===== src/hw/rtl/avkf_pkg.sv =====
// Shared types, constants and helpers of the altitude and velocity Kalman filter.
// Holds the microprogram ROM used by the top-level sequencer.
// Depends on nothing.
package avkf_pkg;

	typedef logic signed [47:0] q_t;

	localparam q_t MAX48 = 48'sh7FFF_FFFF_FFFF;
	localparam q_t MIN48 = 48'sh8000_0000_0000;

	localparam logic [31:0] TIME_STEP_RST = 32'd655;
	localparam logic [31:0] ACCEL_DEV_RST = 32'd65536;
	localparam logic [31:0] ALT_DEV_RST = 32'd65536;
	localparam logic [31:0] GRAVITY_RST = 32'd642908;

	localparam q_t Q_ONE = 48'sd65536;
	localparam q_t Q_HALF = 48'sd32768;
	localparam q_t Q_QUARTER = 48'sd16384;
	localparam q_t Q_INIT_VAR = 48'sd6553600;

	typedef enum logic [1:0] {
		CFG_TIME_STEP,
		CFG_ACCEL_DEV,
		CFG_ALT_DEV,
		CFG_GRAVITY
	} cfg_idx_t;

	typedef enum logic [1:0] {
		FN_PREDICT,
		FN_UPDATE,
		FN_INIT,
		FN_NONE
	} func_t;

	typedef enum logic [2:0] {
		OP_ADD,
		OP_SUB,
		OP_MUL,
		OP_DIV,
		OP_SKZ,
		OP_END
	} op_t;

	// Codes below sixteen name entries of the register file.
	typedef enum logic [4:0] {
		S_X0, S_X1, S_P0, S_P1, S_P2, S_P3,
		S_T0, S_T1, S_T2, S_T3, S_T4, S_T5, S_T6, S_T7, S_T8, S_T9,
		S_ZERO, S_ONE, S_HALF, S_QUART, S_INITV,
		S_DT, S_SA, S_SR, S_GRAV, S_VAL, S_VAL2
	} src_t;

	typedef struct packed {
		op_t op;
		src_t a;
		src_t b;
		src_t d;
	} instr_t;

	localparam int PC_W = 7;
	localparam int RF_DEPTH = 16;
	localparam logic [PC_W-1:0] ENT_PREDICT = 7'd0;
	localparam logic [PC_W-1:0] ENT_UPDATE = 7'd30;
	localparam logic [PC_W-1:0] ENT_RESET = 7'd64;
	localparam logic [PC_W-1:0] ENT_INIT = 7'd71;
	localparam logic [PC_W-1:0] ENT_NONE = 7'd78;
	localparam logic [PC_W-1:0] PROG_LEN = 7'd79;

	function automatic logic [47:0] mag48(input q_t a);
		return a[47] ? (~a + 48'd1) : a;
	endfunction

	function automatic q_t sat_mag(input logic [64:0] m, input logic neg);
		if (neg) begin
			if (m >= 65'h8000_0000_0000)
				return MIN48;
			return q_t'(~m[47:0] + 48'd1);
		end
		if (m > 65'h7FFF_FFFF_FFFF)
			return MAX48;
		return q_t'(m[47:0]);
	endfunction

	function automatic q_t sat_sum(input logic signed [48:0] s);
		if (s[48] != s[47])
			return s[48] ? MIN48 : MAX48;
		return q_t'(s[47:0]);
	endfunction

	function automatic instr_t prog_rom(input logic [PC_W-1:0] pc);
		instr_t i;
		i = '{OP_END, S_ZERO, S_ZERO, S_ZERO};
		case (pc)
			// Predict.
			7'd0: i = '{OP_ADD, S_VAL, S_GRAV, S_T0};
			7'd1: i = '{OP_MUL, S_DT, S_DT, S_T1};
			7'd2: i = '{OP_MUL, S_T1, S_DT, S_T2};
			7'd3: i = '{OP_MUL, S_T2, S_DT, S_T3};
			7'd4: i = '{OP_MUL, S_SA, S_SA, S_T4};
			7'd5: i = '{OP_MUL, S_T3, S_QUART, S_T3};
			7'd6: i = '{OP_MUL, S_T3, S_T4, S_T3};
			7'd7: i = '{OP_MUL, S_T2, S_HALF, S_T2};
			7'd8: i = '{OP_MUL, S_T2, S_T4, S_T2};
			7'd9: i = '{OP_MUL, S_T1, S_T4, S_T4};
			7'd10: i = '{OP_MUL, S_DT, S_X1, S_T5};
			7'd11: i = '{OP_ADD, S_X0, S_T5, S_T5};
			7'd12: i = '{OP_MUL, S_T1, S_HALF, S_T6};
			7'd13: i = '{OP_MUL, S_T6, S_T0, S_T6};
			7'd14: i = '{OP_ADD, S_T5, S_T6, S_X0};
			7'd15: i = '{OP_MUL, S_DT, S_T0, S_T7};
			7'd16: i = '{OP_ADD, S_X1, S_T7, S_X1};
			7'd17: i = '{OP_MUL, S_DT, S_P2, S_T5};
			7'd18: i = '{OP_ADD, S_P0, S_T5, S_T5};
			7'd19: i = '{OP_MUL, S_DT, S_P3, S_T6};
			7'd20: i = '{OP_ADD, S_P1, S_T6, S_T6};
			7'd21: i = '{OP_MUL, S_T6, S_DT, S_T7};
			7'd22: i = '{OP_ADD, S_T5, S_T7, S_T7};
			7'd23: i = '{OP_ADD, S_T7, S_T3, S_P0};
			7'd24: i = '{OP_ADD, S_T6, S_T2, S_P1};
			7'd25: i = '{OP_MUL, S_P3, S_DT, S_T7};
			7'd26: i = '{OP_ADD, S_P2, S_T7, S_T7};
			7'd27: i = '{OP_ADD, S_T7, S_T2, S_P2};
			7'd28: i = '{OP_ADD, S_P3, S_T4, S_P3};
			7'd29: i = '{OP_END, S_ZERO, S_ZERO, S_ZERO};
			// Update.
			7'd30: i = '{OP_MUL, S_SR, S_SR, S_T0};
			7'd31: i = '{OP_ADD, S_P0, S_T0, S_T1};
			7'd32: i = '{OP_SKZ, S_T1, S_ZERO, S_ZERO};
			7'd33: i = '{OP_DIV, S_P0, S_T1, S_T2};
			7'd34: i = '{OP_DIV, S_P2, S_T1, S_T3};
			7'd35: i = '{OP_SUB, S_VAL, S_X0, S_T4};
			7'd36: i = '{OP_MUL, S_T2, S_T4, S_T5};
			7'd37: i = '{OP_ADD, S_X0, S_T5, S_X0};
			7'd38: i = '{OP_MUL, S_T3, S_T4, S_T5};
			7'd39: i = '{OP_ADD, S_X1, S_T5, S_X1};
			7'd40: i = '{OP_SUB, S_ONE, S_T2, S_T4};
			7'd41: i = '{OP_MUL, S_T4, S_P0, S_T5};
			7'd42: i = '{OP_MUL, S_T4, S_P1, S_T6};
			7'd43: i = '{OP_MUL, S_T3, S_P0, S_T7};
			7'd44: i = '{OP_SUB, S_P2, S_T7, S_T7};
			7'd45: i = '{OP_MUL, S_T3, S_P1, S_T8};
			7'd46: i = '{OP_SUB, S_P3, S_T8, S_T8};
			7'd47: i = '{OP_MUL, S_T2, S_T0, S_T9};
			7'd48: i = '{OP_MUL, S_T3, S_T0, S_T0};
			7'd49: i = '{OP_MUL, S_T5, S_T4, S_T1};
			7'd50: i = '{OP_MUL, S_T9, S_T2, S_P0};
			7'd51: i = '{OP_ADD, S_T1, S_P0, S_P0};
			7'd52: i = '{OP_MUL, S_T5, S_T3, S_T1};
			7'd53: i = '{OP_SUB, S_T6, S_T1, S_T1};
			7'd54: i = '{OP_MUL, S_T9, S_T3, S_P1};
			7'd55: i = '{OP_ADD, S_T1, S_P1, S_P1};
			7'd56: i = '{OP_MUL, S_T7, S_T4, S_T1};
			7'd57: i = '{OP_MUL, S_T0, S_T2, S_P2};
			7'd58: i = '{OP_ADD, S_T1, S_P2, S_P2};
			7'd59: i = '{OP_MUL, S_T7, S_T3, S_T1};
			7'd60: i = '{OP_SUB, S_T8, S_T1, S_T1};
			7'd61: i = '{OP_MUL, S_T0, S_T3, S_P3};
			7'd62: i = '{OP_ADD, S_T1, S_P3, S_P3};
			7'd63: i = '{OP_END, S_ZERO, S_ZERO, S_ZERO};
			// Reset load.
			7'd64: i = '{OP_ADD, S_ZERO, S_ZERO, S_X0};
			7'd65: i = '{OP_ADD, S_ZERO, S_ZERO, S_X1};
			7'd66: i = '{OP_ADD, S_INITV, S_ZERO, S_P0};
			7'd67: i = '{OP_ADD, S_ZERO, S_ZERO, S_P1};
			7'd68: i = '{OP_ADD, S_ZERO, S_ZERO, S_P2};
			7'd69: i = '{OP_ADD, S_INITV, S_ZERO, S_P3};
			7'd70: i = '{OP_END, S_ZERO, S_ZERO, S_ZERO};
			// Initialize.
			7'd71: i = '{OP_ADD, S_VAL, S_ZERO, S_X0};
			7'd72: i = '{OP_ADD, S_VAL2, S_ZERO, S_X1};
			7'd73: i = '{OP_ADD, S_INITV, S_ZERO, S_P0};
			7'd74: i = '{OP_ADD, S_ZERO, S_ZERO, S_P1};
			7'd75: i = '{OP_ADD, S_ZERO, S_ZERO, S_P2};
			7'd76: i = '{OP_ADD, S_INITV, S_ZERO, S_P3};
			default: i = '{OP_END, S_ZERO, S_ZERO, S_ZERO};
		endcase
		return i;
	endfunction

endpackage


===== src/hw/rtl/avkf_mul.sv =====
// Multi-cycle saturating Q32.16 multiplier built on one shared 32x32 multiplier.
// Depends on avkf_pkg.
module avkf_mul import avkf_pkg::*; (
	input  logic clk,
	input  logic arst_n,
	input  logic start,
	input  q_t   a,
	input  q_t   b,
	output logic done,
	output q_t   result
);

	logic [47:0] ua_q, ub_q;
	logic        neg_q;
	logic        busy_q, done_q;
	logic [1:0]  cnt_q;
	logic [63:0] lo_q;
	logic [48:0] mid_q;
	q_t          res_q;
	logic [31:0] mx, my;
	logic [63:0] prod;
	logic        hi;
	logic [48:0] comb;
	logic [64:0] m;

	always_comb begin
		case (cnt_q)
			2'd0: begin
				mx = ua_q[31:0];
				my = ub_q[31:0];
			end
			2'd1: begin
				mx = {16'd0, ua_q[47:32]};
				my = ub_q[31:0];
			end
			default: begin
				mx = ua_q[31:0];
				my = {16'd0, ub_q[47:32]};
			end
		endcase
		prod = mx * my;
		hi = (ua_q[47:32] != 16'd0) && (ub_q[47:32] != 16'd0);
		comb = {2'b00, mid_q[30:0], 16'd0} + {1'b0, lo_q[63:16]};
		if (hi || (mid_q >= 49'h0_0000_8000_0000))
			m = 65'h1_0000_0000_0000;
		else
			m = {16'd0, comb};
	end

	always_ff @(posedge clk or negedge arst_n) begin
		if (!arst_n) begin
			busy_q <= 1'b0;
			done_q <= 1'b0;
			cnt_q <= 2'd0;
		end else begin
			done_q <= 1'b0;
			if (start) begin
				busy_q <= 1'b1;
				cnt_q <= 2'd0;
			end else if (busy_q) begin
				cnt_q <= cnt_q + 2'd1;
				if (cnt_q == 2'd3) begin
					busy_q <= 1'b0;
					done_q <= 1'b1;
				end
			end
		end
	end

	always_ff @(posedge clk) begin
		if (start) begin
			ua_q <= mag48(a);
			ub_q <= mag48(b);
			neg_q <= a[47] != b[47];
		end else if (busy_q) begin
			case (cnt_q)
				2'd0: lo_q <= prod;
				2'd1: mid_q <= {1'b0, prod[47:0]};
				2'd2: mid_q <= mid_q + {1'b0, prod[47:0]};
				default: res_q <= sat_mag(m, neg_q);
			endcase
		end
	end

	assign done = done_q;
	assign result = res_q;

endmodule


===== config.mk =====
export PLATFORM = sky130hd
export DESIGN_NAME = avkf_mul
export DESIGN_NICKNAME = d
export VERILOG_FILES = /design/src/hw/rtl/avkf_pkg.sv /design/src/hw/rtl/avkf_mul.sv
export SDC_FILE = /design/constraint.sdc
export NUM_CORES = 2
export LEC_CHECK = 0
export BUFFER_PORTS_ARGS = -buffer_cell sky130_fd_sc_hd__buf_2
export CELL_PAD_IN_SITES_DETAIL_PLACEMENT = 0
export CELL_PAD_IN_SITES_GLOBAL_PLACEMENT = 1
export CORE_MARGIN = 3
export CORE_UTILIZATION = 35
export DETAILED_ROUTE_END_ITERATION = 8
export PLACE_DENSITY = 0.58
export SLEW_MARGIN = 20
export SYNTH_ARGS = -nofsm -noshare
export SYNTH_HDL_FRONTEND = slang
export SYNTH_SLANG_ARGS = --single-unit

===== constraint.sdc =====
create_clock -name clk -period 13.17 [get_ports clk]
set_input_delay 3.951 -clock clk [delete_from_list [all_inputs] [get_ports clk]]
set_output_delay 3.951 -clock clk [all_outputs]
set_load 0.005 [all_outputs]

==> results.md <==
- The sum of net half-perimeters after detailed placement is 154000 um.
- The minimum clock period after layout is 12.38 ns.
- 148 I/O pins were placed.
- The number of global-route vias before repair is 41.0k.
- The total of flip-flops plus latches after synthesis is 246.
- The worst hold path belongs to the class register to register.
- For this configuration, the core starts out at a cell density of 0.353.
- In the final design database the tool counted 7003 nets.
- STA classifies the critical path startpoint as a register.
- The mean routed wirelength per cell is 24.5 um.
- Entering global routing, the biggest net connects 65 pins.
- In this run the mean area of a mapped cell was 8.88 um^2.
- The number of nets handed over by synthesis was 6973.
- The number of antenna violations at the first check in global routing is 4.
- The number of buffers added on ports is 147.
- The count of endpoints failing setup in the final report is 0.
- The total length of routed wires is 186000 um.
- The number of placement rows is 138.
- The total number of vias is 39.9k.
- The setup TNS after final layout is 0 ns.
- The area of the core is 0.142 mm^2.
- The leading cell type in the layout, fill and taps excluded is sky130_fd_sc_hd__inv_1.
- The data required time of the critical path is 13.56 ns.
- In this run, distinct cell masters in the synthesized netlist total 77.
- For this run, the number of Yosys warnings is 0.
- Data arrives at the worst endpoint at 12.76 ns.
- For the pin with the worst max-slew slack, the measured transition is 1.19 ns.
- The portion of the clock cycle consumed by the worst path in the final layout is 0.940.
- TritonCTS built the clock tree.
- The post-place setup slack is 0.802 ns.
- The number of max-slew violations in the final report is 0.
- The first-pass GRT wire length is 276000 um.
- Synthesis produced 5625 cells.
- The proportion of register bits with asynchronous set or reset after synthesis is 0.0163.
- The worst-case clock skew is 0.0313 ns.
- The final instance area is 0.0542 mm^2.
- Clock-pin slew was measured on the worst setup and hold paths at 0.09 ns.
- The largest single stage delay on the critical path is 0.89 ns.
- Across the run, the number of max-cap violations was 0.
- In this run, post-CTS hold repair placed 0 buffers.
- The area added between synthesis and finish is 8.40%.
- The final weighted congestion in routability-driven placement is 0.915.
- The post-detailed-route count of antenna-violating nets is 0.
- The die outline width is 384 um.
- The die covers 0.147 mm^2.
- The count of buffers added by post-CTS timing repair for setup is 0.
- For this run, the share of the core covered by cells in the final layout is 0.382.
- For this run the aggregate overflow at the end of global routing stands at 0.
- The worst relative slew slack is 0.189.
- In this run, the number of DRC markers left after iteration 0 of detailed routing was 2738.
- Setup repair after global routing left no endpoint under its margin.
- In this run the cell area measured after placement is 0.0532 mm^2.
- The synthesized area is 0.0500 mm^2.
- The maximum number of buffers from clock root to sink is 3.
- The library cell contributing the largest single delay on the critical path is sky130_fd_sc_hd__mux2i_2.
- The upper clock frequency limit is 80.8 MHz.
- The most numerous cell type found on the critical path is sky130_fd_sc_hd__fa_1.
- For this run, design rule violations remaining after detail routing come to 0.
- Across every metal layer, demand over resource in global routing totals 0.252.
- The top cell types in the final layout, fill and taps aside, are sky130_fd_sc_hd__inv_1 (983), sky130_fd_sc_hd__fa_1 (898), sky130_fd_sc_hd__nand2_1 (783).
- At the later pin of the worst-skew pair, clock insertion delay measures 0.63 ns.
- The height of the die is 384 um.
- After layout, the worst setup slack is 0.793 ns.
- The average vias per placed instance is 5.27.
- In this run, post-CTS repair resized a total of 0 instances.
- Of the synthesized area, sequential elements account for 0.147.
- The number of buffers created by CTS is 29.
- The critical path is of the register to register type.
- CTS built an H-tree with a depth of 1.
- Of all nets on the critical path, the largest fanout is 19.
- The run finished with clean final reports.
- The clock drives 246 sinks.
- The number of endpoints with negative hold slack in the final report is 0.
- The share of final-layout standard cells stronger than drive strength 1 is 0.0764.
- For this run, the leading register cell type out of synthesis is sky130_fd_sc_hd__edfxtp_1.
- Clock tree synthesis selected as its root buffer the cell sky130_fd_sc_hd__clkbuf_16.
- STA classifies the critical path endpoint as a register.
- The synthesized design contains 242 enable-type register cells.
- The detailed-router iteration count before antenna repair is 5.
==> worst max-delay path, delay by kind of cell (launching register included) <==
kind	cells	cell delay (ns)
AND/OR/NAND/NOR	5	1.01
flip-flops	1	0.48
buffers and inverters	7	1.03
AO/OA/AOI/OAI	11	2.88
XOR/XNOR	2	0.44
multiplexers	2	1.15
adder cells (fa/ha/maj)	11	5.15
==> path summary, 6_finish.rpt <==
check	startpoint	to	slack, ns	cells past startpoint
setup / recovery	cnt_q[0]	mid_q[47]	0.79	38
hold / removal	busy_q	busy_q	0.59	1
setup reg to reg	cnt_q[0]	mid_q[47]	0.79	38
hold reg to reg	busy_q	busy_q	0.59	1
max in group asynchronous	arst_n	cnt_q[0]	9.68	1
min in group asynchronous	arst_n	busy_q	3.21	1
==> cells by family after synthesis <==
kind of cell	count (synthesis)	synth area share
simple gates	1876	0.163
buf+inv	1251	0.0941
fa+ha+maj	1249	0.448
compound gates	704	0.0923
flops	246	0.147
xor+xnor	209	0.0366
mux	90	0.0191
==> Yosys cell counts, drive strengths merged, types with 46 or more instances <==
master  count  share of area
fa        898           0.36
clkbuf    249          0.019
o31ai      46         0.0072
nor3       76         0.0076
ha        351          0.088
nand2     783          0.059
nand3      67         0.0067
mux2i      48         0.0096
edfxtp    242           0.15
nor2      631          0.047
a21o       60         0.0090
inv       983          0.074
a21oi     193          0.019
o21ai     140          0.014
xnor2     165          0.029
nand4      46         0.0058
==> layer usage <==
metal  global-route usage  part of all wire  vias up
met5                    0          0.000070        -
met4               0.0760             0.038        2
met3               0.0324             0.063      262
met2                0.415              0.46     1345
met1                0.347              0.44    20307
li1                     -                 -    17962
==> registers in the layout, summed over array words and instances, names as in the netlist <==
register	count
ub_q	48
cnt_q	2
busy_q	1
neg_q	1
lo_q	48
done	1
result	48
mid_q	49
ua_q	48
==> cell type report <==
cell class	count	area [um^2]
Antenna cell	4	10.0
Tap cell	1890	2360
Inverter	983	3690
Multi-Input combinational cell	4128	38200
Fill cell	14475	87600
Timing Repair Buffer	267	1680
Clock buffer	36	752
Clock inverter	17	161
Sequential cell	246	7370
==> metrics by stage <==
| stage | hold WS (ns) | instances |
|---|---|---|
| detailed placement | 0.569 | 7514 |
| floorplan | 0.526 | 5625 |
| finish | 0.586 | 7571 |
| global placement | 0.553 | 7512 |
| global route | 0.606 | 7567 |
| CTS | 0.590 | 7567 |
Power is not shown: default switching activity piles up to over one toggle a cycle in this logic, so the estimate is an artifact.
