**config.mk**
```make
export PLATFORM = sky130hd
export DESIGN_NAME = avkf_div
export DESIGN_NICKNAME = d
export VERILOG_FILES = /design/src/hw/rtl/avkf_pkg.sv /design/src/hw/rtl/avkf_div.sv
export SDC_FILE = /design/constraint.sdc
export NUM_CORES = 1
export LEC_CHECK = 0
export BUFFER_PORTS_ARGS = -buffer_cell sky130_fd_sc_hd__buf_2
export CORE_MARGIN = 4
export CORE_UTILIZATION = 25
export CTS_CLUSTER_DIAMETER = 80
export CTS_CLUSTER_SIZE = 24
export DETAILED_ROUTE_END_ITERATION = 10
export PLACE_DENSITY_LB_ADDON = 0.1
export SLEW_MARGIN = 5
export SYNTH_ARGS = -nofsm -noshare
export SYNTH_HDL_FRONTEND = slang
export SYNTH_SLANG_ARGS = --single-unit
```
**constraint.sdc**
```tcl
create_clock -name clk -period 4.6 [get_ports clk]
set_input_delay 0.23 -clock clk [delete_from_list [all_inputs] [get_ports clk]]
set_output_delay 0.23 -clock clk [all_outputs]
set_load 0.03 [all_outputs]
```
**src/hw/rtl/avkf_pkg.sv**
```systemverilog
// Shared types, constants and helpers of the altitude and velocity Kalman filter.
// Holds the microprogram ROM used by the top-level sequencer.
// Depends on nothing.
package avkf_pkg;

	typedef logic signed [47:0] q_t;

	localparam q_t MAX48 = 48'sh7FFF_FFFF_FFFF;
	localparam q_t MIN48 = 48'sh8000_0000_0000;

	localparam logic [31:0] TIME_STEP_RST = 32'd655;
	localparam logic [31:0] ACCEL_DEV_RST = 32'd65536;
	localparam logic [31:0] ALT_DEV_RST = 32'd65536;
	localparam logic [31:0] GRAVITY_RST = 32'd642908;

	localparam q_t Q_ONE = 48'sd65536;
	localparam q_t Q_HALF = 48'sd32768;
	localparam q_t Q_QUARTER = 48'sd16384;
	localparam q_t Q_INIT_VAR = 48'sd6553600;

	typedef enum logic [1:0] {
		CFG_TIME_STEP,
		CFG_ACCEL_DEV,
		CFG_ALT_DEV,
		CFG_GRAVITY
	} cfg_idx_t;

	typedef enum logic [1:0] {
		FN_PREDICT,
		FN_UPDATE,
		FN_INIT,
		FN_NONE
	} func_t;

	typedef enum logic [2:0] {
		OP_ADD,
		OP_SUB,
		OP_MUL,
		OP_DIV,
		OP_SKZ,
		OP_END
	} op_t;

	// Codes below sixteen name entries of the register file.
	typedef enum logic [4:0] {
		S_X0, S_X1, S_P0, S_P1, S_P2, S_P3,
		S_T0, S_T1, S_T2, S_T3, S_T4, S_T5, S_T6, S_T7, S_T8, S_T9,
		S_ZERO, S_ONE, S_HALF, S_QUART, S_INITV,
		S_DT, S_SA, S_SR, S_GRAV, S_VAL, S_VAL2
	} src_t;

	typedef struct packed {
		op_t op;
		src_t a;
		src_t b;
		src_t d;
	} instr_t;

	localparam int PC_W = 7;
	localparam int RF_DEPTH = 16;
	localparam logic [PC_W-1:0] ENT_PREDICT = 7'd0;
	localparam logic [PC_W-1:0] ENT_UPDATE = 7'd30;
	localparam logic [PC_W-1:0] ENT_RESET = 7'd64;
	localparam logic [PC_W-1:0] ENT_INIT = 7'd71;
	localparam logic [PC_W-1:0] ENT_NONE = 7'd78;
	localparam logic [PC_W-1:0] PROG_LEN = 7'd79;

	function automatic logic [47:0] mag48(input q_t a);
		return a[47] ? (~a + 48'd1) : a;
	endfunction

	function automatic q_t sat_mag(input logic [64:0] m, input logic neg);
		if (neg) begin
			if (m >= 65'h8000_0000_0000)
				return MIN48;
			return q_t'(~m[47:0] + 48'd1);
		end
		if (m > 65'h7FFF_FFFF_FFFF)
			return MAX48;
		return q_t'(m[47:0]);
	endfunction

	function automatic q_t sat_sum(input logic signed [48:0] s);
		if (s[48] != s[47])
			return s[48] ? MIN48 : MAX48;
		return q_t'(s[47:0]);
	endfunction

	function automatic instr_t prog_rom(input logic [PC_W-1:0] pc);
		instr_t i;
		i = '{OP_END, S_ZERO, S_ZERO, S_ZERO};
		case (pc)
			// Predict.
			7'd0: i = '{OP_ADD, S_VAL, S_GRAV, S_T0};
			7'd1: i = '{OP_MUL, S_DT, S_DT, S_T1};
			7'd2: i = '{OP_MUL, S_T1, S_DT, S_T2};
			7'd3: i = '{OP_MUL, S_T2, S_DT, S_T3};
			7'd4: i = '{OP_MUL, S_SA, S_SA, S_T4};
			7'd5: i = '{OP_MUL, S_T3, S_QUART, S_T3};
			7'd6: i = '{OP_MUL, S_T3, S_T4, S_T3};
			7'd7: i = '{OP_MUL, S_T2, S_HALF, S_T2};
			7'd8: i = '{OP_MUL, S_T2, S_T4, S_T2};
			7'd9: i = '{OP_MUL, S_T1, S_T4, S_T4};
			7'd10: i = '{OP_MUL, S_DT, S_X1, S_T5};
			7'd11: i = '{OP_ADD, S_X0, S_T5, S_T5};
			7'd12: i = '{OP_MUL, S_T1, S_HALF, S_T6};
			7'd13: i = '{OP_MUL, S_T6, S_T0, S_T6};
			7'd14: i = '{OP_ADD, S_T5, S_T6, S_X0};
			7'd15: i = '{OP_MUL, S_DT, S_T0, S_T7};
			7'd16: i = '{OP_ADD, S_X1, S_T7, S_X1};
			7'd17: i = '{OP_MUL, S_DT, S_P2, S_T5};
			7'd18: i = '{OP_ADD, S_P0, S_T5, S_T5};
			7'd19: i = '{OP_MUL, S_DT, S_P3, S_T6};
			7'd20: i = '{OP_ADD, S_P1, S_T6, S_T6};
			7'd21: i = '{OP_MUL, S_T6, S_DT, S_T7};
			7'd22: i = '{OP_ADD, S_T5, S_T7, S_T7};
			7'd23: i = '{OP_ADD, S_T7, S_T3, S_P0};
			7'd24: i = '{OP_ADD, S_T6, S_T2, S_P1};
			7'd25: i = '{OP_MUL, S_P3, S_DT, S_T7};
			7'd26: i = '{OP_ADD, S_P2, S_T7, S_T7};
			7'd27: i = '{OP_ADD, S_T7, S_T2, S_P2};
			7'd28: i = '{OP_ADD, S_P3, S_T4, S_P3};
			7'd29: i = '{OP_END, S_ZERO, S_ZERO, S_ZERO};
			// Update.
			7'd30: i = '{OP_MUL, S_SR, S_SR, S_T0};
			7'd31: i = '{OP_ADD, S_P0, S_T0, S_T1};
			7'd32: i = '{OP_SKZ, S_T1, S_ZERO, S_ZERO};
			7'd33: i = '{OP_DIV, S_P0, S_T1, S_T2};
			7'd34: i = '{OP_DIV, S_P2, S_T1, S_T3};
			7'd35: i = '{OP_SUB, S_VAL, S_X0, S_T4};
			7'd36: i = '{OP_MUL, S_T2, S_T4, S_T5};
			7'd37: i = '{OP_ADD, S_X0, S_T5, S_X0};
			7'd38: i = '{OP_MUL, S_T3, S_T4, S_T5};
			7'd39: i = '{OP_ADD, S_X1, S_T5, S_X1};
			7'd40: i = '{OP_SUB, S_ONE, S_T2, S_T4};
			7'd41: i = '{OP_MUL, S_T4, S_P0, S_T5};
			7'd42: i = '{OP_MUL, S_T4, S_P1, S_T6};
			7'd43: i = '{OP_MUL, S_T3, S_P0, S_T7};
			7'd44: i = '{OP_SUB, S_P2, S_T7, S_T7};
			7'd45: i = '{OP_MUL, S_T3, S_P1, S_T8};
			7'd46: i = '{OP_SUB, S_P3, S_T8, S_T8};
			7'd47: i = '{OP_MUL, S_T2, S_T0, S_T9};
			7'd48: i = '{OP_MUL, S_T3, S_T0, S_T0};
			7'd49: i = '{OP_MUL, S_T5, S_T4, S_T1};
			7'd50: i = '{OP_MUL, S_T9, S_T2, S_P0};
			7'd51: i = '{OP_ADD, S_T1, S_P0, S_P0};
			7'd52: i = '{OP_MUL, S_T5, S_T3, S_T1};
			7'd53: i = '{OP_SUB, S_T6, S_T1, S_T1};
			7'd54: i = '{OP_MUL, S_T9, S_T3, S_P1};
			7'd55: i = '{OP_ADD, S_T1, S_P1, S_P1};
			7'd56: i = '{OP_MUL, S_T7, S_T4, S_T1};
			7'd57: i = '{OP_MUL, S_T0, S_T2, S_P2};
			7'd58: i = '{OP_ADD, S_T1, S_P2, S_P2};
			7'd59: i = '{OP_MUL, S_T7, S_T3, S_T1};
			7'd60: i = '{OP_SUB, S_T8, S_T1, S_T1};
			7'd61: i = '{OP_MUL, S_T0, S_T3, S_P3};
			7'd62: i = '{OP_ADD, S_T1, S_P3, S_P3};
			7'd63: i = '{OP_END, S_ZERO, S_ZERO, S_ZERO};
			// Reset load.
			7'd64: i = '{OP_ADD, S_ZERO, S_ZERO, S_X0};
			7'd65: i = '{OP_ADD, S_ZERO, S_ZERO, S_X1};
			7'd66: i = '{OP_ADD, S_INITV, S_ZERO, S_P0};
			7'd67: i = '{OP_ADD, S_ZERO, S_ZERO, S_P1};
			7'd68: i = '{OP_ADD, S_ZERO, S_ZERO, S_P2};
			7'd69: i = '{OP_ADD, S_INITV, S_ZERO, S_P3};
			7'd70: i = '{OP_END, S_ZERO, S_ZERO, S_ZERO};
			// Initialize.
			7'd71: i = '{OP_ADD, S_VAL, S_ZERO, S_X0};
			7'd72: i = '{OP_ADD, S_VAL2, S_ZERO, S_X1};
			7'd73: i = '{OP_ADD, S_INITV, S_ZERO, S_P0};
			7'd74: i = '{OP_ADD, S_ZERO, S_ZERO, S_P1};
			7'd75: i = '{OP_ADD, S_ZERO, S_ZERO, S_P2};
			7'd76: i = '{OP_ADD, S_INITV, S_ZERO, S_P3};
			default: i = '{OP_END, S_ZERO, S_ZERO, S_ZERO};
		endcase
		return i;
	endfunction

endpackage

```
**src/hw/rtl/avkf_div.sv**
```systemverilog
// Restoring radix-2 divider giving the saturated Q32.16 quotient, one bit a cycle.
// Depends on avkf_pkg.
module avkf_div import avkf_pkg::*; (
	input  logic clk,
	input  logic arst_n,
	input  logic start,
	input  q_t   num,
	input  q_t   den,
	output logic done,
	output q_t   result
);

	logic        busy_q, done_q;
	logic [6:0]  cnt_q;
	logic        neg_q;
	logic [47:0] ud_q, rem_q;
	logic [63:0] dvd_q;
	q_t          res_q;
	logic [49:0] diff;
	logic        ge;

	always_comb begin
		diff = {1'b0, rem_q, dvd_q[63]} - {2'b00, ud_q};
		ge = !diff[49];
	end

	always_ff @(posedge clk or negedge arst_n) begin
		if (!arst_n) begin
			busy_q <= 1'b0;
			done_q <= 1'b0;
			cnt_q <= 7'd0;
		end else begin
			done_q <= 1'b0;
			if (start) begin
				busy_q <= 1'b1;
				cnt_q <= 7'd0;
			end else if (busy_q) begin
				cnt_q <= cnt_q + 7'd1;
				if (cnt_q == 7'd64) begin
					busy_q <= 1'b0;
					done_q <= 1'b1;
				end
			end
		end
	end

	always_ff @(posedge clk) begin
		if (start) begin
			neg_q <= num[47] != den[47];
			ud_q <= mag48(den);
			dvd_q <= {mag48(num), 16'd0};
			rem_q <= 48'd0;
		end else if (busy_q) begin
			if (cnt_q == 7'd64) begin
				res_q <= sat_mag({1'b0, dvd_q}, neg_q);
			end else begin
				rem_q <= ge ? diff[47:0] : {rem_q[46:0], dvd_q[63]};
				dvd_q <= {dvd_q[62:0], ge};
			end
		end
	end

	assign done = done_q;
	assign result = res_q;

endmodule

```
==> impl_metrics.env, run 1 <==
export IMPL_p_comb_share_pct=41.9
export IMPL_core_mm2=0.0564
export IMPL_dp_hpwl_um=30700
export IMPL_ys_flop_type="edfxtp_1"
export IMPL_met1_usage_pct=19.4
export IMPL_cp_required_ns=4.88
export IMPL_yosysWarningCount=0
export IMPL_cp_top_family="simple AND/OR/NAND/NOR gates"
export IMPL_min_period_over_period_pct=82.4
export IMPL_swShare_pct=39.3
export IMPL_gp_congestion=0.792
export IMPL_grtUsageMet3_pct=1.85
export IMPL_rsz0062_at_grt="false"
export IMPL_drive_gt1_share_pct=13.0
export IMPL_cts_tree="yes"
export IMPL_antenna_left=0
export IMPL_grt_max_degree=66
export IMPL_fin_nets=1908
export IMPL_status="completed"
export IMPL_crit_type="input pin to flop"
export IMPL_crit_arrival_ns=4.07
export IMPL_p_total_mw=8.28
export IMPL_grt_pass1_vias=11678
export IMPL_switchingPower_mw=3.26
export IMPL_final_core_util_pct=30.0
export IMPL_htree_levels=1
export IMPL_ir_worst_vdd_uv=375
export IMPL_hold_viol_final=0
export IMPL_p_leak_nw=6.45
export IMPL_diodes=0
export IMPL_ys_seq_area_share_pct=41.1
export IMPL_use_met2_pct=22.2
export IMPL_drt_first_iter_violations=841
export IMPL_relSlewSlack_pct=26.3
export IMPL_grt_pass1_wl_um=66900
export IMPL_synth_async_reset_ratio_pct=4.13
export IMPL_path_cells="dlygate4sd3_1 > buf_2 > nor3_1 > nand3_1 > or3_1 > or3_1 > or2_2 > nand2b_1 > or2_2 > nand2b_1 > o41ai_1 > xnor2_1"
export IMPL_worst_r2r_setup_slack_ns=0.81
export IMPL_antenna_found_initial=0
export IMPL_p_clk_share_pct=25.1
export IMPL_vias=12348
export IMPL_ys_types=64
export IMPL_synth_seq_cells=218
export IMPL_drtPass1Iterations=5
export IMPL_cts_setup_buffers=0
export IMPL_start_kind="input pin"
export IMPL_clock_fmax_mhz=264
export IMPL_holdWs_ns=0.0297
export IMPL_die_w_um=247
export IMPL_fin_setup_tns_ns=0
export IMPL_die_y_um=247
export IMPL_internal_power_mw=5.02
export IMPL_clockBufferDepth=3
export IMPL_grt_overflow=0
export IMPL_cts_root_buf="clkbuf_16"
export IMPL_slew_violations=0
export IMPL_die_area_mm2=0.0609
export IMPL_grtUsageTotal_pct=13.5
export IMPL_powerDensity_mw_per_mm2=489
export IMPL_post_synth_cell_area_avg_um2=8.77
export IMPL_port_buffers=147
export IMPL_cp_buffers_inverters=2
export IMPL_cts_resized=0
export IMPL_ios=148
export IMPL_clk_latency_ns=0.54
export IMPL_worst_pin_slew_ns=1.10
export IMPL_setup_viol=0
export IMPL_cp_slowest_cell="dlygate4sd3_1"
export IMPL_syn_area_mm2=0.0142
export IMPL_worst_path_max_fanout=6
export IMPL_seqPwrFrac_pct=33.1
export IMPL_synth_cells=1625
export IMPL_clock_skew_ns=0.0185
export IMPL_clock_sinks=218
export IMPL_via_per_inst=4.89
export IMPL_synth_edf_count=145
export IMPL_clk_pin_slew_ns=0.09
export IMPL_wl_per_cell_um=16.9
export IMPL_initial_core_util_pct=25.3
export IMPL_drv_cap=0
export IMPL_numCtsBuffers=22
export IMPL_max_stage_delay_ns=0.53
export IMPL_num_rows=87
export IMPL_worstHoldPathType="input pin to flop"
export IMPL_post_route_min_period_ns=3.79
export IMPL_wl_um=42700
export IMPL_crit_path_end_kind="flop"
export IMPL_drc=0
export IMPL_area_growth_pct=18.8
export IMPL_syn_nets=1778
export IMPL_grt_busiest_layer="met2"
## synth_stat cells (all sizes together), types with 10 or more instances
| cell type | count | area share [%] |
|---|---|---|
| xor2 | 29 | 1.8 |
| xnor2 | 109 | 6.7 |
| nor2 | 134 | 3.5 |
| o31ai | 34 | 1.8 |
| a21oi | 110 | 3.9 |
| buf | 11 | 0.30 |
| or3 | 35 | 1.6 |
| a22o | 24 | 1.5 |
| a21o | 21 | 1.1 |
| or2 | 12 | 0.53 |
| ha | 53 | 4.7 |
| nand3 | 17 | 0.60 |
| nand2 | 225 | 5.9 |
| nor4 | 21 | 0.97 |
| inv | 71 | 1.9 |
| o41ai | 23 | 1.5 |
| mux2i | 13 | 0.91 |
| nor2b | 10 | 0.44 |
| a211oi | 35 | 1.8 |
| nand4 | 13 | 0.57 |
| nor3 | 49 | 1.7 |
| o21a | 13 | 0.69 |
| dfxtp | 64 | 9.0 |
| edfxtp | 145 | 31 |
| o21ai | 118 | 4.1 |
| nand2b | 18 | 0.79 |
| clkbuf | 81 | 2.1 |
| or4 | 19 | 1.1 |
| o311ai | 31 | 1.9 |
## per-layer routing
metal | up-vias | part of all wire (%)
met5 | - | 0
met2 | 195 | 46
li1 | 6229 | -
met3 | 25 | 3.4
met4 | 0 | 1.2
met1 | 5899 | 49
## sequential cells by signal (all words and copies together), names as in the netlist
signal  flops
rem_q      48
neg_q       1
busy_q      1
dvd_q      64
done        1
ud_q       48
cnt_q       7
result     48
## cells by family after synthesis
kind of cell,synth area share (%)
compound gates,21.4
xor+xnor,8.49
fa+ha+maj,4.80
buf+inv,4.31
flops,41.1
mux,0.914
simple gates,19.0
## worst paths after layout
check,start,endpoint,cells past startpoint
worst max-delay path,den[0],ud_q[39],12
worst min-delay path,den[45],ud_q[45],2
worst max register to register,ud_q[36],rem_q[3],13
worst min register to register,rem_q[36],rem_q[36],2
max in group asynchronous,arst_n,cnt_q[6],2
min in group asynchronous,arst_n,done,2
## power by group through the flow
stage                     Sequential, mW  Combinational, mW  Clock (mW)
after floorplan                     2.67               2.66           0
after global placement              2.78               3.47           0
after detailed placement            2.78               3.45           0
after CTS                           2.74               3.50        2.17
after global routing                2.79               3.92        2.25
final                               2.74               3.47        2.08
## cell type report
class,count,area (um^2)
Sequential cell,218,5860
Fill cell,6073,39500
Clock buffer,24,589
Inverter,71,267
Multi-Input combinational cell,1244,7800
Tap cell,756,946
Clock inverter,16,246
Timing Repair Buffer,198,1220
## metrics by stage
stage	setup slack (ns)	instance area, um^2	cells
2_1_floorplan	0.865	14200	1625
3_3_place_gp	0.378	15800	2454
3_5_place_dp	0.381	15800	2454
4_1_cts	0.789	16900	2527
5_1_grt	0.596	16900	2527
6_report	0.809	16900	2527
## layout by cell type, fill, tap and decap left out, types with 16 or more instances in the layout
cell type / count
a211oi_1: 35
a21o_1: 21
a21oi_1: 110
a22o_1: 24
buf_2: 146
buf_4: 17
clkbuf_16: 23
dfxtp_1: 64
dlygate4sd3_1: 33
edfxtp_1: 145
ha_1: 53
inv_1: 70
nand2_1: 225
nand2b_1: 18
nand3_1: 17
nor2_1: 132
nor3_1: 48
nor4_1: 20
o21ai_0: 111
o311ai_0: 31
o31ai_1: 34
o41ai_1: 21
or3_1: 34
or4_1: 16
xnor2_1: 109
xor2_1: 29
## repair_timing
| action | CTS | global route |
|---|---|---|
| endpoints found under the setup margin | 0 | 0 |
| hold buffers | 33 | 0 |
| hold endpoints to repair | 42 | 0 |
No activity file was read; power rests on OpenSTA's default activity.
==> run 2, diff against run 1 <==
Settings changed: ABC_AREA set to 1.
Clock period 4.6 ns to 3.4 ns, I/O delays scaled along.
==> impl_metrics.env, run 2 <==
export IMPL_via_per_inst=4.68
export IMPL_crit_cells=13
export IMPL_wl_um=63800
export IMPL_synth_cells=2512
export IMPL_gp_congestion=0.912
export IMPL_worst_path_max_fanout=28
export IMPL_dp_cells=3485
export IMPL_die_w_um=268
export IMPL_p_leak_nw=9.16
export IMPL_numCtsBuffers=25
export IMPL_regArea_mm2=0.00586
export IMPL_syn_area_mm2=0.0168
export IMPL_drv_cap=0
export IMPL_ir_worst_vdd_uv=312
export IMPL_htree_levels=1
export IMPL_ys_seq_area_share_pct=34.8
export IMPL_synth_most_common_cell="nand2_1"
export IMPL_min_period_over_period_pct=83.9
export IMPL_regMostFlops="dvd_q"
export IMPL_p_clk_share_pct=28.6
export IMPL_setup_viol=0
export IMPL_ys_flop_type="edfxtp_1"
export IMPL_worstHoldPathType="input pin to flop"
export IMPL_initial_core_util_pct=25.4
export IMPL_ios=148
export IMPL_die_area_mm2=0.0716
export IMPL_rr_worst_depth=13
export IMPL_final_cell_count_no_fill=3560
export IMPL_worst_pin_slew_ns=0.898
export IMPL_max_stage_delay_ns=0.45
export IMPL_clockBufferDepth=3
export IMPL_p_comb_share_pct=38.4
export IMPL_yosys_top_cells_count="nand2_1 (693), inv_1 (426), nor2_1 (249)"
export IMPL_grt_pass1_vias=16425
export IMPL_startpoint="rem_q[31]"
export IMPL_crit_path_end_kind="flop"
export IMPL_crit_end="rem_q[38]"
export IMPL_diodes=0
export IMPL_clock_fmax_mhz=351
export IMPL_antenna_found_initial=0
export IMPL_drive_gt1_share_pct=10.1
export IMPL_internal_power_mw=5.96
export IMPL_final_common_cell="nand2_1"
export IMPL_layout_common_cells="nand2_1 (692), inv_1 (425), nor2_1 (247)"
export IMPL_seqPwrFrac_pct=33.0
export IMPL_synth_async_reset_ratio_pct=4.13
export IMPL_die_y_um=268
export IMPL_clock_sinks=218
export IMPL_cp_buffers_inverters=2
export IMPL_slew_violations=0
export IMPL_hold_viol_final=0
export IMPL_synth_seq_cells=218
export IMPL_clock_skew_ns=0.0445
export IMPL_syn_nets=2665
export IMPL_cp_required_ns=3.85
export IMPL_cts_tree="yes"
export IMPL_antenna_left=0
export IMPL_path_common_cell="nand2_1"
export IMPL_cp_slowest_cell="dfxtp_1"
export IMPL_switchingPower_mw=4.25
export IMPL_path_cells="ha_1 > nand2_1 > nand2_1 > inv_1 > nand2_1 > a21oi_2 > nand2_1 > a21oi_4 > nand2_4 > buf_12 > or2_1 > nand3_1 > nand2_1"
export IMPL_num_rows=94
export IMPL_worst_r2r_setup_slack_ns=0.55
export IMPL_cts_setup_buffers=0
export IMPL_powerDensity_mw_per_mm2=516
export IMPL_clk_pin_slew_ns=0.07
export IMPL_dp_hpwl_um=51300
export IMPL_cts_root_buf="clkbuf_16"
export IMPL_crit_arrival_ns=3.30
export IMPL_setup_ws_ns=0.547
export IMPL_area_growth_pct=17.5
export IMPL_vias=16656
export IMPL_grtUsageTotal_pct=17.4
export IMPL_place_ws_ns=0.585
export IMPL_synth_top_cell_area_share_pct=25.9
export IMPL_rsz0062_at_grt="false"
export IMPL_port_buffers=147
export IMPL_largest_reg_flops=64
export IMPL_r2r_start="rem_q[31]"
export IMPL_crit_type="flop to flop"
export IMPL_p_total_mw=10.2
export IMPL_drc=0
export IMPL_grt_pass1_wl_um=97200
export IMPL_yosys_area_top_type="edfxtp_1"
export IMPL_core_mm2=0.0662
export IMPL_clk_latency_ns=0.59
export IMPL_timing_rr_end="rem_q[38]"
export IMPL_wl_per_cell_um=17.9
export IMPL_start_kind="flop"
export IMPL_yosys_top_cells_area="edfxtp_1 (26%), nand2_1 (15%), inv_1 (9.5%), dfxtp_1 (7.6%), nor2_1 (5.6%)"
export IMPL_fin_nets=2830
export IMPL_drt_first_iter_violations=1149
export IMPL_grt_max_degree=65
export IMPL_post_route_min_period_ns=2.85
export IMPL_yosysWarningCount=0
export IMPL_relSlewSlack_pct=40.1
export IMPL_status="completed"
export IMPL_multi_input_area_mm2=0.00904
export IMPL_cp_top_family="simple AND/OR/NAND/NOR gates"
export IMPL_grt_overflow=0
export IMPL_fin_setup_tns_ns=0
export IMPL_ys_types=54
export IMPL_swShare_pct=41.6
export IMPL_fillers=7398
export IMPL_synth_edf_count=145
export IMPL_drtPass1Iterations=5
export IMPL_post_synth_cell_area_avg_um2=6.70
run 2: cell types whose count changed after synthesis, sizes merged, moves of 40 or more:
| cell | change |
|---|---|
| clkbuf | -40 |
| inv | +365 |
| nand2 | +474 |
| nand3 | +167 |
| nand4 | +44 |
| nor2 | +127 |
| xnor2 | -81 |
run 2: cell type report:
class	instances	area share [%]
Clock buffer	28	3.22
Clock inverter	18	1.18
Inverter	441	8.37
Multi-Input combinational cell	1791	45.7
Sequential cell	218	29.6
Tap cell	864	5.47
Timing Repair Buffer	200	6.43
run 2: power by group through the flow:
stage,clock network (mW),registers (mW),logic (mW)
CTS,3.02,3.37,3.94
detailed placement,0,3.42,3.89
floorplan,0,3.33,2.74
global placement,0,3.43,3.92
global route,3.12,3.40,4.40
finish,2.92,3.37,3.92
run 2: worst min path at each step:
stage | startpoint | end | slack [ns] | cells after the start
3_5_place_dp | arst_n | done | 0.05 | 1
3_3_place_gp | arst_n | done | 0.05 | 1
4_1_cts | den[6] | ud_q[6] | 0.0006 | 3
5_1_grt | num[33] | dvd_q[49] | 0.005 | 3
2_1_floorplan | arst_n | busy_q | -0.13 | 0
6_report | den[34] | ud_q[34] | 0.01 | 3
run 2: worst reg2reg max path, cell delays in order (launching register included):
cell and delay [ns]:
dfxtp_1 0.45, ha_1 0.40, nand2_1 0.13, nand2_1 0.10, inv_1 0.07, nand2_1 0.12
a21oi_2 0.18, nand2_1 0.16, a21oi_4 0.23, nand2_4 0.26, buf_12 0.26, or2_1 0.25
nand3_1 0.08, nand2_1 0.05
run 2: through the flow:
| step | area, um^2 | hold slack [ns] | utilization [%] |
|---|---|---|---|
| detailed placement | 18600 | 0.0489 | 28.1 |
| global route | 19800 | 0.00500 | 29.9 |
| floorplan | 16800 | -0.126 | - |
| global placement | 18600 | 0.0487 | 28.1 |
| CTS | 19800 | 0.000635 | 29.9 |
| finish | 19800 | 0.0134 | 29.9 |
run 2: layer usage:
layer	vias up	routed length (um)	GRT usage, %	share of wire [%]
li1	8465	-	-	-
met1	7754	29400	23.6	46
met2	368	30200	30.1	47
met3	69	2630	1.74	4.1
met4	0	1630	4.03	2.6
met5	-	0	0	0
run 2: cells by family (layout without fill, tap and decap cells):
family                     after synthesis  after routing  synth area share (%)
buffers and inverters                  503            687                  11.6
AOI/OAI and AO/OA                      330            330                  11.1
adders and majority gates               54             54                  4.06
and+or+nand+nor                       1312           1312                  33.5
DFF                                    218            218                  34.8
xor gates and xnor gates                95             95                  4.94
run 2: repair_timing:
item | in CTS | in global routing
gates resized for setup | 0 | 0
hold buffers | 29 | 0
hold endpoints to repair | 37 | 0
==> run 3, diff against run 2 <==
Clock period 3.4 ns to 2.5 ns, I/O delays scaled along.
==> impl_metrics.env, run 3 (synthesis gave the netlist of run 2 again) <==
export IMPL_clk_latency_ns=0.55
export IMPL_dp_hpwl_um=52600
export IMPL_die_w_um=268
export IMPL_via_per_inst=4.55
export IMPL_drtPass1Iterations=5
export IMPL_crit_type="flop to flop"
export IMPL_worst_path_max_fanout=3
export IMPL_clk_pin_slew_ns=0.07
export IMPL_drt_first_iter_violations=945
export IMPL_worst_pin_slew_ns=0.684
export IMPL_regMostFlops="dvd_q"
export IMPL_clockBufferDepth=3
export IMPL_ios=148
export IMPL_fin_nets=2947
export IMPL_port_buffers=147
export IMPL_holdWs_ns=0.0260
export IMPL_clock_fmax_mhz=417
export IMPL_gp_congestion=0.919
export IMPL_cp_required_ns=2.93
export IMPL_drv_cap=0
export IMPL_crit_arrival_ns=2.83
export IMPL_setup_viol=0
export IMPL_p_comb_share_pct=43.2
export IMPL_cts_root_buf="clkbuf_16"
export IMPL_cts_tree="yes"
export IMPL_status="completed"
export IMPL_grtUsageTotal_pct=17.6
export IMPL_core_mm2=0.0662
export IMPL_drive_gt1_share_pct=15.2
export IMPL_hold_viol_final=0
export IMPL_p_leak_nw=9.73
export IMPL_switchingPower_mw=5.74
export IMPL_ir_worst_vdd_uv=429
export IMPL_fillers=7320
export IMPL_vias=16713
export IMPL_num_rows=94
export IMPL_die_area_mm2=0.0716
export IMPL_min_period_over_period_pct=95.9
export IMPL_regArea_mm2=0.00586
export IMPL_grt_max_degree=70
export IMPL_start_kind="flop"
export IMPL_swShare_pct=39.6
export IMPL_htree_levels=1
export IMPL_post_route_min_period_ns=2.40
export IMPL_drc=0
export IMPL_seqPwrFrac_pct=31.7
export IMPL_antenna_found_initial=0
export IMPL_area_growth_pct=24.5
export IMPL_internal_power_mw=8.76
export IMPL_diodes=0
export IMPL_clock_sinks=218
export IMPL_p_total_mw=14.5
export IMPL_grt_overflow=0
export IMPL_die_y_um=268
export IMPL_initial_core_util_pct=25.4
export IMPL_fin_area_mm2=0.0210
export IMPL_worstHoldPathType="input pin to flop"
export IMPL_p_clk_share_pct=25.1
export IMPL_final_common_cell="nand2_1"
export IMPL_rsz0062_at_grt="true"
export IMPL_wl_um=64200
export IMPL_grt_pass1_vias=16701
export IMPL_numCtsBuffers=22
export IMPL_antenna_left=0
export IMPL_crit_path_end_kind="flop"
export IMPL_wl_per_cell_um=17.5
export IMPL_layout_common_cells="nand2_1 (672), inv_1 (419), nor2_1 (243)"
export IMPL_multi_input_area_mm2=0.00930
export IMPL_fin_setup_tns_ns=0
export IMPL_grt_pass1_wl_um=98100
export IMPL_slew_violations=0
export IMPL_largest_reg_flops=64
export IMPL_relSlewSlack_pct=54.4
export IMPL_place_area_mm2=0.0195
export IMPL_clock_skew_ns=0.0254
export IMPL_powerDensity_mw_per_mm2=692
run 3: through the flow:
stage | std cells | setup slack [ns] | utilization, %
after floorplan | 2512 | 0.0719 | -
after global placement | 3587 | -0.111 | 29.4
after detailed placement | 3587 | -0.125 | 29.4
after CTS | 3667 | 0.0184 | 31.2
after global routing | 3673 | -0.0180 | 31.7
final | 3673 | 0.102 | 31.7
run 3: repair_timing:
action                     4_1_cts  5_1_grt
pin swaps                        0        6
gates resized for setup          5       56
setup endpoints to repair        8       43
setup buffers                    0        5
hold buffers                    41        1
hold endpoints to repair        54        1
run 3: power groups by stage:
stage | logic [mW] | clock network (mW) | registers [mW]
floorplan | 3.72 | 0 | 4.53
global placement | 6.04 | 0 | 4.65
detailed placement | 6.03 | 0 | 4.65
CTS | 6.12 | 3.79 | 4.58
global route | 7.01 | 3.90 | 4.65
finish | 6.27 | 3.64 | 4.60
run 3: layout make-up:
| class | instances | share of cell area [%] |
|---|---|---|
| flip-flops and latches | 218 | 28.0 |
| well taps | 864 | 5.16 |
| clock buffers | 26 | 2.90 |
| inverters | 441 | 7.90 |
| repair buffers | 320 | 10.9 |
| clock inverters | 13 | 0.818 |
| multi-input cells | 1791 | 44.4 |
run 3: worst max-delay path, cell delays in order, from the launching register on:
cell      delay [ns]
edfxtp_1        0.44
inv_1           0.09
ha_1            0.20
fa_2            0.27
nor2_1          0.06
nor2_1          0.17
nor2_1          0.08
o21ai_0         0.22
nand3b_1        0.24
buf_4           0.21
xnor2_1         0.13
nand2_1         0.07
nand3_1         0.07
nand2_1         0.05
run 3: per-layer routing:
metal | GRT usage [%] | part of all wire (%)
met4 | 3.96 | 2.5
met2 | 30.2 | 47
met1 | 23.8 | 47
met5 | 0 | 0
met3 | 2.05 | 3.8
run 3: path summary, 6_finish.rpt:
| kind | depth (start not counted) | slack, ns | endpoint | startpoint |
|---|---|---|---|---|
| max | 13 | 0.10 | rem_q[24] | dvd_q[63] |
| min | 5 | 0.03 | dvd_q[60] | num[44] |
| max reg2reg | 13 | 0.10 | rem_q[24] | dvd_q[63] |
| min reg2reg | 2 | 0.48 | rem_q[40] | rem_q[40] |
| max in group asynchronous | 3 | 1.58 | busy_q | arst_n |
| min in group asynchronous | 3 | 0.60 | cnt_q[4] | arst_n |
